==> src/rtl/hfd_pkg.sv <==
`default_nettype none
package hfd_pkg;

    localparam logic [7:0] START_BYTE   = 8'hA5;
    localparam logic [7:0] DEVMGMT_TOP  = 8'h27;
    localparam logic [7:0] RADIO_TOP    = 8'h05;
    localparam logic [7:0] RLTEST_TOP   = 8'h07;
    localparam logic [7:0] HWTEST_TOP   = 8'h02;

    localparam int TDATA_W = 40;

    typedef enum logic [1:0] {
        CFG_DEVMGMT_EP    = 2'd0,
        CFG_RADIOLINK_EP  = 2'd1,
        CFG_RLTEST_EP     = 2'd2,
        CFG_HWTEST_EP     = 2'd3
    } cfg_index_t;

    typedef enum logic [2:0] {
        PH_HUNT    = 3'd0,
        PH_CTRL    = 3'd1,
        PH_MSGID   = 3'd2,
        PH_LEN     = 3'd3,
        PH_PAYLOAD = 3'd4,
        PH_TRAILER = 3'd5
    } phase_t;

    typedef enum logic [2:0] {
        K_PAYLOAD      = 3'd0,
        K_FRAME_DONE   = 3'd1,
        K_BAD_START    = 3'd2,
        K_RESERVED_BIT = 3'd3,
        K_BAD_ENDPOINT = 3'd4,
        K_BAD_MSGID    = 3'd5
    } kind_t;

    // flags: bit0 timestamp, bit1 rssi, bit2 crc
    typedef struct packed {
        kind_t       kind;
        logic [3:0]  endpoint;
        logic [7:0]  msg_id;
        logic [7:0]  payload_length;
        logic [7:0]  data_byte;
        logic [7:0]  byte_index;
        logic [2:0]  flags;
        logic        last_of_step;
    } result_t;

    function automatic logic [2:0] trailer_bytes(input logic [2:0] flags);
        logic [2:0] n;
        n = (flags[0] ? 3'd4 : 3'd0) + (flags[1] ? 3'd1 : 3'd0) + (flags[2] ? 3'd2 : 3'd0);
        return n;
    endfunction

endpackage
`default_nettype wire

==> src/rtl/hci_frame_deframer_unit.sv <==
// timing: an accepted byte's first result is on the master side in the next cycle
// throughput: one byte per cycle while results drain; a payload's last byte with no
//   trailer yields two results, stalling the slave side till the second has the port
// reset (aresetn low, synchronous): parser hunts for the start byte, frame fields
//   clear, endpoint registers load 1, 2, 3, 4, output slots empty
`default_nettype none
module hci_frame_deframer_unit
    import hfd_pkg::*;
(
    input  wire logic                aclk,
    input  wire logic                aresetn,
    // configuration write port
    input  wire logic                cfg_we,
    input  wire logic [1:0]          cfg_index,
    input  wire logic [3:0]          cfg_wdata,
    // received bytes
    input  wire logic                s_tvalid,
    output logic                     s_tready,
    input  wire logic [7:0]          s_tdata,   // [7:0] rx_byte
    // results
    output logic                     m_tvalid,
    input  wire logic                m_tready,
    // [3:0] endpoint, [11:4] msg_id, [19:12] payload_length, [27:20] data_byte,
    // [35:28] byte_index, [36] ts_flag, [37] rssi_flag, [38] crc_flag, [39] zero
    output logic [TDATA_W-1:0]       m_tdata,
    output logic [2:0]               m_tuser,   // [2:0] kind
    output logic                     m_tlast    // last_of_step
);

    // endpoint configuration
    logic [3:0] devmgmt_ep_reg, radiolink_ep_reg, rltest_ep_reg, hwtest_ep_reg;

    // parser state
    phase_t     phase_reg, phase_next;
    logic [3:0] ep_reg, ep_next;
    logic [7:0] msgid_reg, msgid_next;
    logic [2:0] flags_reg, flags_next;
    logic [7:0] len_reg, len_next;
    logic [8:0] count_reg, count_next;

    // two-deep result buffer: slot a drives the port, slot b holds a second result
    logic    a_valid_reg, a_valid_next;
    logic    b_valid_reg, b_valid_next;
    result_t a_reg, a_next;
    result_t b_reg, b_next;

    // results of the byte being accepted
    result_t r0, r1;
    logic [1:0] n_res;

    logic s_accept;
    assign s_tready = !b_valid_reg && (!a_valid_reg || m_tready);
    assign s_accept = s_tvalid && s_tready;

    // config writes; write only when idle, the block itself does not enforce it
    always_ff @(posedge aclk) begin
        if (!aresetn) begin
            devmgmt_ep_reg   <= 4'd1;
            radiolink_ep_reg <= 4'd2;
            rltest_ep_reg    <= 4'd3;
            hwtest_ep_reg    <= 4'd4;
        end else if (cfg_we) begin
            case (cfg_index_t'(cfg_index))
                CFG_DEVMGMT_EP:   devmgmt_ep_reg   <= cfg_wdata;
                CFG_RADIOLINK_EP: radiolink_ep_reg <= cfg_wdata;
                CFG_RLTEST_EP:    rltest_ep_reg    <= cfg_wdata;
                CFG_HWTEST_EP:    hwtest_ep_reg    <= cfg_wdata;
                default: ;
            endcase
        end
    end

    // per-byte parse
    logic [7:0] b;
    logic       ep_known, id_bad;
    logic [7:0] idx;
    logic [8:0] idx_inc;
    logic       last_payload, no_trailer;
    logic [8:0] count_inc;
    assign b = s_tdata;

    always_comb begin
        ep_known = (b[3:0] == devmgmt_ep_reg) || (b[3:0] == radiolink_ep_reg)
                || (b[3:0] == rltest_ep_reg) || (b[3:0] == hwtest_ep_reg);
        // every matching register must accept the id
        id_bad = ((devmgmt_ep_reg == ep_reg) && (b == 8'd0 || b > DEVMGMT_TOP))
              || ((radiolink_ep_reg == ep_reg) && (b == 8'd0 || b > RADIO_TOP))
              || ((rltest_ep_reg == ep_reg) && (b == 8'd0 || b > RLTEST_TOP))
              || ((hwtest_ep_reg == ep_reg) && (b == 8'd0 || b > HWTEST_TOP));
        idx          = count_reg[7:0];
        idx_inc      = {1'b0, idx} + 9'd1;
        last_payload = idx_inc >= {1'b0, len_reg};
        no_trailer   = trailer_bytes(flags_reg) == 3'd0;
        count_inc    = count_reg + 9'd1;
    end

    always_comb begin
        phase_next = phase_reg;
        ep_next    = ep_reg;
        msgid_next = msgid_reg;
        flags_next = flags_reg;
        len_next   = len_reg;
        count_next = count_reg;
        n_res      = 2'd0;
        r0         = '0;
        r1         = '0;
        r0.last_of_step = 1'b1;
        r1.last_of_step = 1'b1;

        case (phase_reg)
            PH_CTRL: begin
                if (b[4]) begin
                    // reserved bit wins over the endpoint check
                    r0.kind     = K_RESERVED_BIT;
                    r0.endpoint = b[3:0];
                    r0.flags    = b[7:5];
                    n_res       = 2'd1;
                    phase_next  = PH_HUNT;
                    count_next  = '0;
                end else if (!ep_known) begin
                    r0.kind     = K_BAD_ENDPOINT;
                    r0.endpoint = b[3:0];
                    r0.flags    = b[7:5];
                    n_res       = 2'd1;
                    phase_next  = PH_HUNT;
                    count_next  = '0;
                end else begin
                    ep_next    = b[3:0];
                    flags_next = b[7:5];
                    phase_next = PH_MSGID;
                end
            end
            PH_MSGID: begin
                if (id_bad) begin
                    r0.kind     = K_BAD_MSGID;
                    r0.endpoint = ep_reg;
                    r0.msg_id   = b;
                    r0.flags    = flags_reg;
                    n_res       = 2'd1;
                    phase_next  = PH_HUNT;
                    count_next  = '0;
                end else begin
                    msgid_next = b;
                    phase_next = PH_LEN;
                end
            end
            PH_LEN: begin
                len_next   = b;
                count_next = '0;
                if (b != 8'd0) begin
                    phase_next = PH_PAYLOAD;
                end else if (!no_trailer) begin
                    phase_next = PH_TRAILER;
                end else begin
                    // empty frame with no trailer ends here
                    r0.kind     = K_FRAME_DONE;
                    r0.endpoint = ep_reg;
                    r0.msg_id   = msgid_reg;
                    r0.flags    = flags_reg;
                    n_res       = 2'd1;
                    phase_next  = PH_HUNT;
                end
            end
            PH_PAYLOAD: begin
                r0.kind           = K_PAYLOAD;
                r0.endpoint       = ep_reg;
                r0.msg_id         = msgid_reg;
                r0.payload_length = len_reg;
                r0.data_byte      = b;
                r0.byte_index     = idx;
                r0.flags          = flags_reg;
                r0.last_of_step   = !(last_payload && no_trailer);
                n_res             = 2'd1;
                if (!last_payload) begin
                    count_next = count_inc;
                end else begin
                    count_next = '0;
                    if (!no_trailer) begin
                        phase_next = PH_TRAILER;
                    end else begin
                        // payload byte followed by frame done
                        r1.kind           = K_FRAME_DONE;
                        r1.endpoint       = ep_reg;
                        r1.msg_id         = msgid_reg;
                        r1.payload_length = len_reg;
                        r1.flags          = flags_reg;
                        n_res             = 2'd2;
                        phase_next        = PH_HUNT;
                    end
                end
            end
            PH_TRAILER: begin
                count_next = count_inc;
                if (count_inc >= {6'd0, trailer_bytes(flags_reg)}) begin
                    r0.kind           = K_FRAME_DONE;
                    r0.endpoint       = ep_reg;
                    r0.msg_id         = msgid_reg;
                    r0.payload_length = len_reg;
                    r0.flags          = flags_reg;
                    n_res             = 2'd1;
                    phase_next        = PH_HUNT;
                    count_next        = '0;
                end
            end
            default: begin
                // hunting, also covers unused phase codes
                if (b == START_BYTE) begin
                    ep_next    = '0;
                    msgid_next = '0;
                    flags_next = '0;
                    len_next   = '0;
                    count_next = '0;
                    phase_next = PH_CTRL;
                end else begin
                    r0.kind    = K_BAD_START;
                    n_res      = 2'd1;
                    phase_next = PH_HUNT;
                    count_next = '0;
                end
            end
        endcase
    end

    always_ff @(posedge aclk) begin
        if (!aresetn) begin
            phase_reg <= PH_HUNT;
            ep_reg    <= '0;
            msgid_reg <= '0;
            flags_reg <= '0;
            len_reg   <= '0;
            count_reg <= '0;
        end else if (s_accept) begin
            phase_reg <= phase_next;
            ep_reg    <= ep_next;
            msgid_reg <= msgid_next;
            flags_reg <= flags_next;
            len_reg   <= len_next;
            count_reg <= count_next;
        end
    end

    // output buffer update
    always_comb begin
        a_valid_next = a_valid_reg;
        b_valid_next = b_valid_reg;
        a_next       = a_reg;
        b_next       = b_reg;
        if (s_accept) begin
            // slot a is free or drains this cycle, slot b is empty
            a_valid_next = n_res != 2'd0;
            b_valid_next = n_res == 2'd2;
            a_next       = r0;
            b_next       = r1;
        end else if (a_valid_reg && m_tready) begin
            a_valid_next = b_valid_reg;
            b_valid_next = 1'b0;
            a_next       = b_reg;
        end
    end

    always_ff @(posedge aclk) begin
        if (!aresetn) begin
            a_valid_reg <= 1'b0;
            b_valid_reg <= 1'b0;
        end else begin
            a_valid_reg <= a_valid_next;
            b_valid_reg <= b_valid_next;
        end
    end

    always_ff @(posedge aclk) begin
        a_reg <= a_next;
        b_reg <= b_next;
    end

    assign m_tvalid = a_valid_reg;
    assign m_tuser  = a_reg.kind;
    assign m_tlast  = a_reg.last_of_step;
    assign m_tdata  = {1'b0, a_reg.flags[2], a_reg.flags[1], a_reg.flags[0],
                       a_reg.byte_index, a_reg.data_byte, a_reg.payload_length,
                       a_reg.msg_id, a_reg.endpoint};

endmodule
`default_nettype wire
==> config.mk <==
export PLATFORM = sky130hd
export DESIGN_NAME = hci_frame_deframer_unit
export DESIGN_NICKNAME = d
export VERILOG_FILES = /design/src/rtl/hfd_pkg.sv /design/src/rtl/hci_frame_deframer_unit.sv
export SDC_FILE = /design/constraint.sdc
export NUM_CORES = 1
export LEC_CHECK = 0
export BUFFER_PORTS_ARGS = -buffer_cell sky130_fd_sc_hd__buf_2
export CAP_MARGIN = 10
export CORE_UTILIZATION = 59
export CTS_CLUSTER_SIZE = 24
export DETAILED_ROUTE_END_ITERATION = 16
export PLACE_DENSITY = 0.8
export SLEW_MARGIN = 20
export SYNTH_ARGS = -nofsm -noshare
export SYNTH_HDL_FRONTEND = slang
export SYNTH_SLANG_ARGS = --single-unit
==> constraint.sdc <==
create_clock -name aclk -period 3.87 [get_ports aclk]
set_clock_uncertainty 0.2 [all_clocks]
set_input_delay 0.9675 -clock aclk [delete_from_list [all_inputs] [get_ports aclk]]
set_output_delay 0.9675 -clock aclk [all_outputs]
set_load 0.03 [all_outputs]
Word level (Yosys, flattened, before mapping)
Index checks and enable logic that the tools add are counted.
Widths: inputs -> output; s select.
Storage, ports and cells
  register bits: 122
  latch bits: 0
  memory bits (writable): 0
  memory bits (read-only): 0
  output and inout bits: 46
  logic and storage cells: 175
  memories: 0
Operators by class
  $add $sub $neg: 4
  multipliers: 0
  divide/modulo/power cells: 0
  $lt $le $gt $ge: 6
  equality and inequality tests: 25
  shift-type cells: 0
  mux-type cells: 67
  bitwise logic cells: 3
  reductions and logical operators: 45
Operators with widths (count)
  $mux 43: 2
  $pmux 8 s2: 3
  $mux 9: 5
  $pmux 3 s5: 3
  $mux 21: 2
  $mux 3: 14
  $pmux 9 s4: 1
  $eq 4x4->1: 8
  $pmux 8 s4: 1
  $mux 13: 2
  $pmux 4 s5: 1
  $gt 8x3->1 const B: 2
  $mux 16: 1
  $mux 8: 2
  $mux 15: 1
  $mux 1: 14
  $mux 2: 7
  $mux 7: 2
  $mux 4: 3
  $ne 2x2->1 const B: 6
  $reduce_and 3->1: 4
  $reduce_or 4->1: 3
  $logic_or 1x1->1: 11
  $pmux 2 s5: 1
  other kinds (28): 51

Logic depth before layout (Yosys ltp)
  depth in word-level cells: 10
  depth in mapped cells: 14
  depth with buffers taken out: 12

Worst setup path before layout
No wires, ideal clock.
  path type: in2reg
  start: input port m_tready
  end: register a_reg (netlist bit m_tdata[0]) (enable)
  arrival time: 3268 ps
  data required time: 3269 ps
  slack: 1 ps
  stages on the path: 6
  path through: inv_1 > a21oi_1 > nand2_1 > clkbuf_1 > clkbuf_1 > nand2_1
On the way
  word-level cells in the longest chain between the ends: 4
  elaborated cells on any way between the ends: 5
  those cells by class: reduce/logical: 5
RTL lines
  from (decl): line hci_frame_deframer_unit.sv:22  | input wire logic m_tready,
  $logic_or 1x1->1: line hci_frame_deframer_unit.sv:52  | assign s_tready = !b_valid_reg && (!a_valid_reg || m_tready);
  $logic_and 1x1->1: line hci_frame_deframer_unit.sv:52
  via s_tready: line hci_frame_deframer_unit.sv:18  | output logic s_tready,
  $logic_and 1x1->1: line hci_frame_deframer_unit.sv:53  | assign s_accept = s_tvalid && s_tready;
  $reduce_bool 2->1 (no source line)
  to (signal assigned): line hci_frame_deframer_unit.sv:272  | a_reg <= a_next;
  to (decl): line hci_frame_deframer_unit.sv:44  | result_t a_reg, a_next;
The timed path passes the listed nets, and every way through them passes these cells.
A chain may end at the register's enable or synchronous reset.

Worst setup path in the final report
  start: register count_reg[0]
  end: register phase_reg[0]
On the way
  word-level cells in the longest chain between the ends: 4
  elaborated cells on any way between the ends: 7
  those cells by class: add/sub: 2; order compare: 2; eq/ne: 2; reduce/logical: 1
RTL lines
  from (decl): line hci_frame_deframer_unit.sv:39  | logic [8:0] count_reg, count_next;
  from (signal assigned): line hci_frame_deframer_unit.sv:238  | count_reg <= count_next;
  $add 9x1->9 or $add 8x1->9 (tied branches): line hci_frame_deframer_unit.sv:94, hci_frame_deframer_unit.sv:91
  $ge 9x3->1 or $ge 9x8->1 (tied branches): line hci_frame_deframer_unit.sv:194, hci_frame_deframer_unit.sv:92
  $ne 2x2->1 (no source line)
  $reduce_and 3->1 (no source line) (*)
  to (signal assigned): line hci_frame_deframer_unit.sv:233  | phase_reg <= phase_next;
  to (decl): line hci_frame_deframer_unit.sv:34  | phase_t phase_reg, phase_next;
Every way passes the cells marked *; elsewhere a longest branch is shown, timed or not.

==> qor.yml <==
status:
  status: "completed"
synth:
  synth_edf_count: 67
  synth_top_area_share_pct: 33.9
  ys_seq_area_share_pct: 51.8
  synth_top_area_cell: "edfxtp_1"
  synth_seq_cells: 120
  synth_area_leaders: "edfxtp_1 (34%), dfxtp_1 (18%), mux2i_1 (4.0%)"
  ys_top_cells_by_count: "edfxtp_1 (67), dfxtp_1 (53), nand2_1 (48), nor2_1 (38), and2_1 (36)"
  synth_fa_ha_area_share_pct: 2.74
  synth_xor_area_share_pct: 5.90
  synth_simple_gate_area_share_pct: 17.0
  yosysWarnings: 0
  synth_compound_area_share_pct: 13.2
  syn_area_per_cell_um2: 10.5
  synth_ff_type: "edfxtp_1"
  synth.area.mux_share_pct: 4.43
  syn_area_um2: 5930
  async_flop_share_pct: 0
  synth_cells: 563
  yosysMostFrequentCell: "edfxtp_1"
  synth_top_family_by_area: "simple AND/OR/NAND/NOR gates"
  synth_cell_types: 61
cells_and_area:
  regArea_um2: 3070
  final_nets: 652
  drive_gt1_share_pct: 18.8
  num_antenna_cells: 0
  largest_reg_flops: 39
  fin_util_pct: 71.2
  stdcell_area_um2: 6960
  multi_input_area_um2: 2590
  area_growth_pct: 17.3
  nFillCells: 693
power_and_ir_drop:
  power_density_nw_per_um2: 484
  p_seq_share_pct: 42.1
  p_int_mw: 2.61
  ir_worst_vdd_uv: 264
  switching_share_pct: 22.4
  clkPwrFrac_pct: 50.4
  power_leakage_nw: 2.76
  p_sw_mw: 0.755
  combPwrFrac_pct: 7.4
cts:
  insertion_delay_ns: 0.52
  holdBufCountCts: 0
  postCtsSetupRepairBufs: 0
  cts_resized: 0
  cts_buffer_depth: 2
  cts.sinks: 120
  cts_inserted_buffers: 17
  cts_tree: "done"
  clk_pin_slew_ns: 0.06
  cts_root_buf: "clkbuf_8"
  htreeDepth: 4
global_route:
  grt_usage_pct: 28.8
  gr-total-overflow: 0
  grt_max_degree: 44
  antenna_found_initial: 0
  grt_pass1_wl_um: 22300
  grt_pass1_vias: 4528
sta:
  fin_crit_sh_pct: 91.3
  slew_viol_final: 0
  fmax_mhz: 283
  final.min_clock_period_ns: 3.53
  worst_pin_slew_ns: 0.846
  relSlewSlack_pct: 43.6
  hold_violations: 0
  setup-tns-final_ns: 0
  finalSetupViolCount: 0
  rsz0062_at_grt: "no"
floorplanning:
  ios: 65
  dieArea_um2: 10500
  start_util_pct: 60.7
  rows: 36
  die_w_um: 102
  fp.dieH_um: 102
  core_um2: 9770
place:
  placed_area_um2: 6320
  port_buffers: 63
  hpwl_um: 9360
  place.gp.congestion: 0.897
setup_path:
  crit_type: "reg -> reg"
  crit_arrival_ns: 3.79
  start_kind: "register"
  critPathMaxFanout: 11
  cp.required_ns: 4.12
  end_kind: "register"
run:
  max_cap_viol_count: 0
drt:
  ant_nets: 0
  detail_route.wl_per_cell_um: 18.2
  via_per_inst: 6.00
  routed-via-count: 4596
  finalWirelength_um: 13900
  drtPass1Iterations: 7
  drt_iter0_markers: 375
  route.detailed.drc: 0
worst_hold_path:
  min_path_type: "reg -> reg"
==> layout make-up <==
cell class | instances | area share, %
clock buffers | 20 | 6.40
clock inverters | 12 | 2.84
inverters | 30 | 1.62
multi-input cells | 380 | 37.2
flip-flops and latches | 120 | 44.2
well taps | 133 | 2.39
repair buffers | 71 | 5.39
==> cell families after synthesis <==
kind of cell / Yosys count
AOI/OAI and AO/OA: 102
xor gates and xnor gates: 40
buffers and inverters: 66
muxes: 26
other: 1
DFF: 120
adders and majority gates: 13
and+or+nand+nor: 195
==> final timing paths <==
check	depth (start not counted)	slack, ns	end	startpoint
setup reg to reg	10	0.34	phase_reg[0]$_SDFFE_PN0P_	count_reg[0]$_SDFFE_PN0P_
hold / removal	2	0.27	count_reg[8]$_SDFFE_PN0P_	count_reg[8]$_SDFFE_PN0P_
setup / recovery	10	0.34	phase_reg[0]$_SDFFE_PN0P_	count_reg[0]$_SDFFE_PN0P_
hold reg to reg	2	0.27	count_reg[8]$_SDFFE_PN0P_	count_reg[8]$_SDFFE_PN0P_
==> stage by stage <==
stage / hold WS (ns) / power, mW / instances / setup WS, ns
2_1_floorplan: 0.240 / 1.62 / 566 / 0.00127
3_3_place_gp: 0.253 / 1.69 / 734 / 0.387
3_5_place_dp: 0.259 / 1.69 / 734 / 0.375
4_1_cts: 0.267 / 3.38 / 766 / 0.396
5_1_grt: 0.303 / 3.46 / 766 / 0.0286
6_report: 0.266 / 3.37 / 766 / 0.337
==> worst max-delay path: stages, from the launching register on <==
cell and delay [ns]:
dfxtp_1 0.50, ha_1 0.35, xor2_1 0.15, ha_1 0.33
nand2_1 0.07, o21ai_0 0.28, a41oi_1 0.18, o21ai_0 0.34
nand2_1 0.34, or4_1 0.59, a21oi_1 0.13
==> layout by cell type (no fill, tap or decap), types with 3 or more instances in the layout <==
cell        n
edfxtp_1   67
buf_2      63
dfxtp_1    53
nand2_1    47
nor2_1     38
and2_1     36
inv_1      30
mux2i_1    24
xnor2_1    22
xor2_1     18
a22oi_1    17
o21ai_0    16
a22o_1     16
clkbuf_16  16
nand3_1    15
nor3_1     14
ha_1       13
a21oi_1    12
nand4_1    11
nor4_1      8
a222oi_1    8
buf_4       8
bufinv_16   5
nor2b_1     4
o22ai_1     4
conb_1      4
or3_1       3
a211o_1     3
o21ai_1     3
o31ai_1     3
a41oi_1     3
a31oi_1     3
clkbuf_8    3
clkinv_2    3
==> layer usage <==
metal	GRT usage, %	vias up	routed length (um)
li1	-	2149	-
met1	35.7	2161	5690
met2	47.5	256	6830
met3	6.77	30	1110
met4	13.5	0	291
met5	0	-	0
==> power groups by stage <==
stage | combinational (mW) | clock (mW) | sequential, mW
after global placement | 0.242 | 0 | 1.44
after global routing | 0.269 | 1.77 | 1.42
final | 0.250 | 1.70 | 1.42
after CTS | 0.249 | 1.71 | 1.42
after floorplan | 0.102 | 0 | 1.51
after detailed placement | 0.247 | 0 | 1.45
Power figures use the tool's default switching activity.
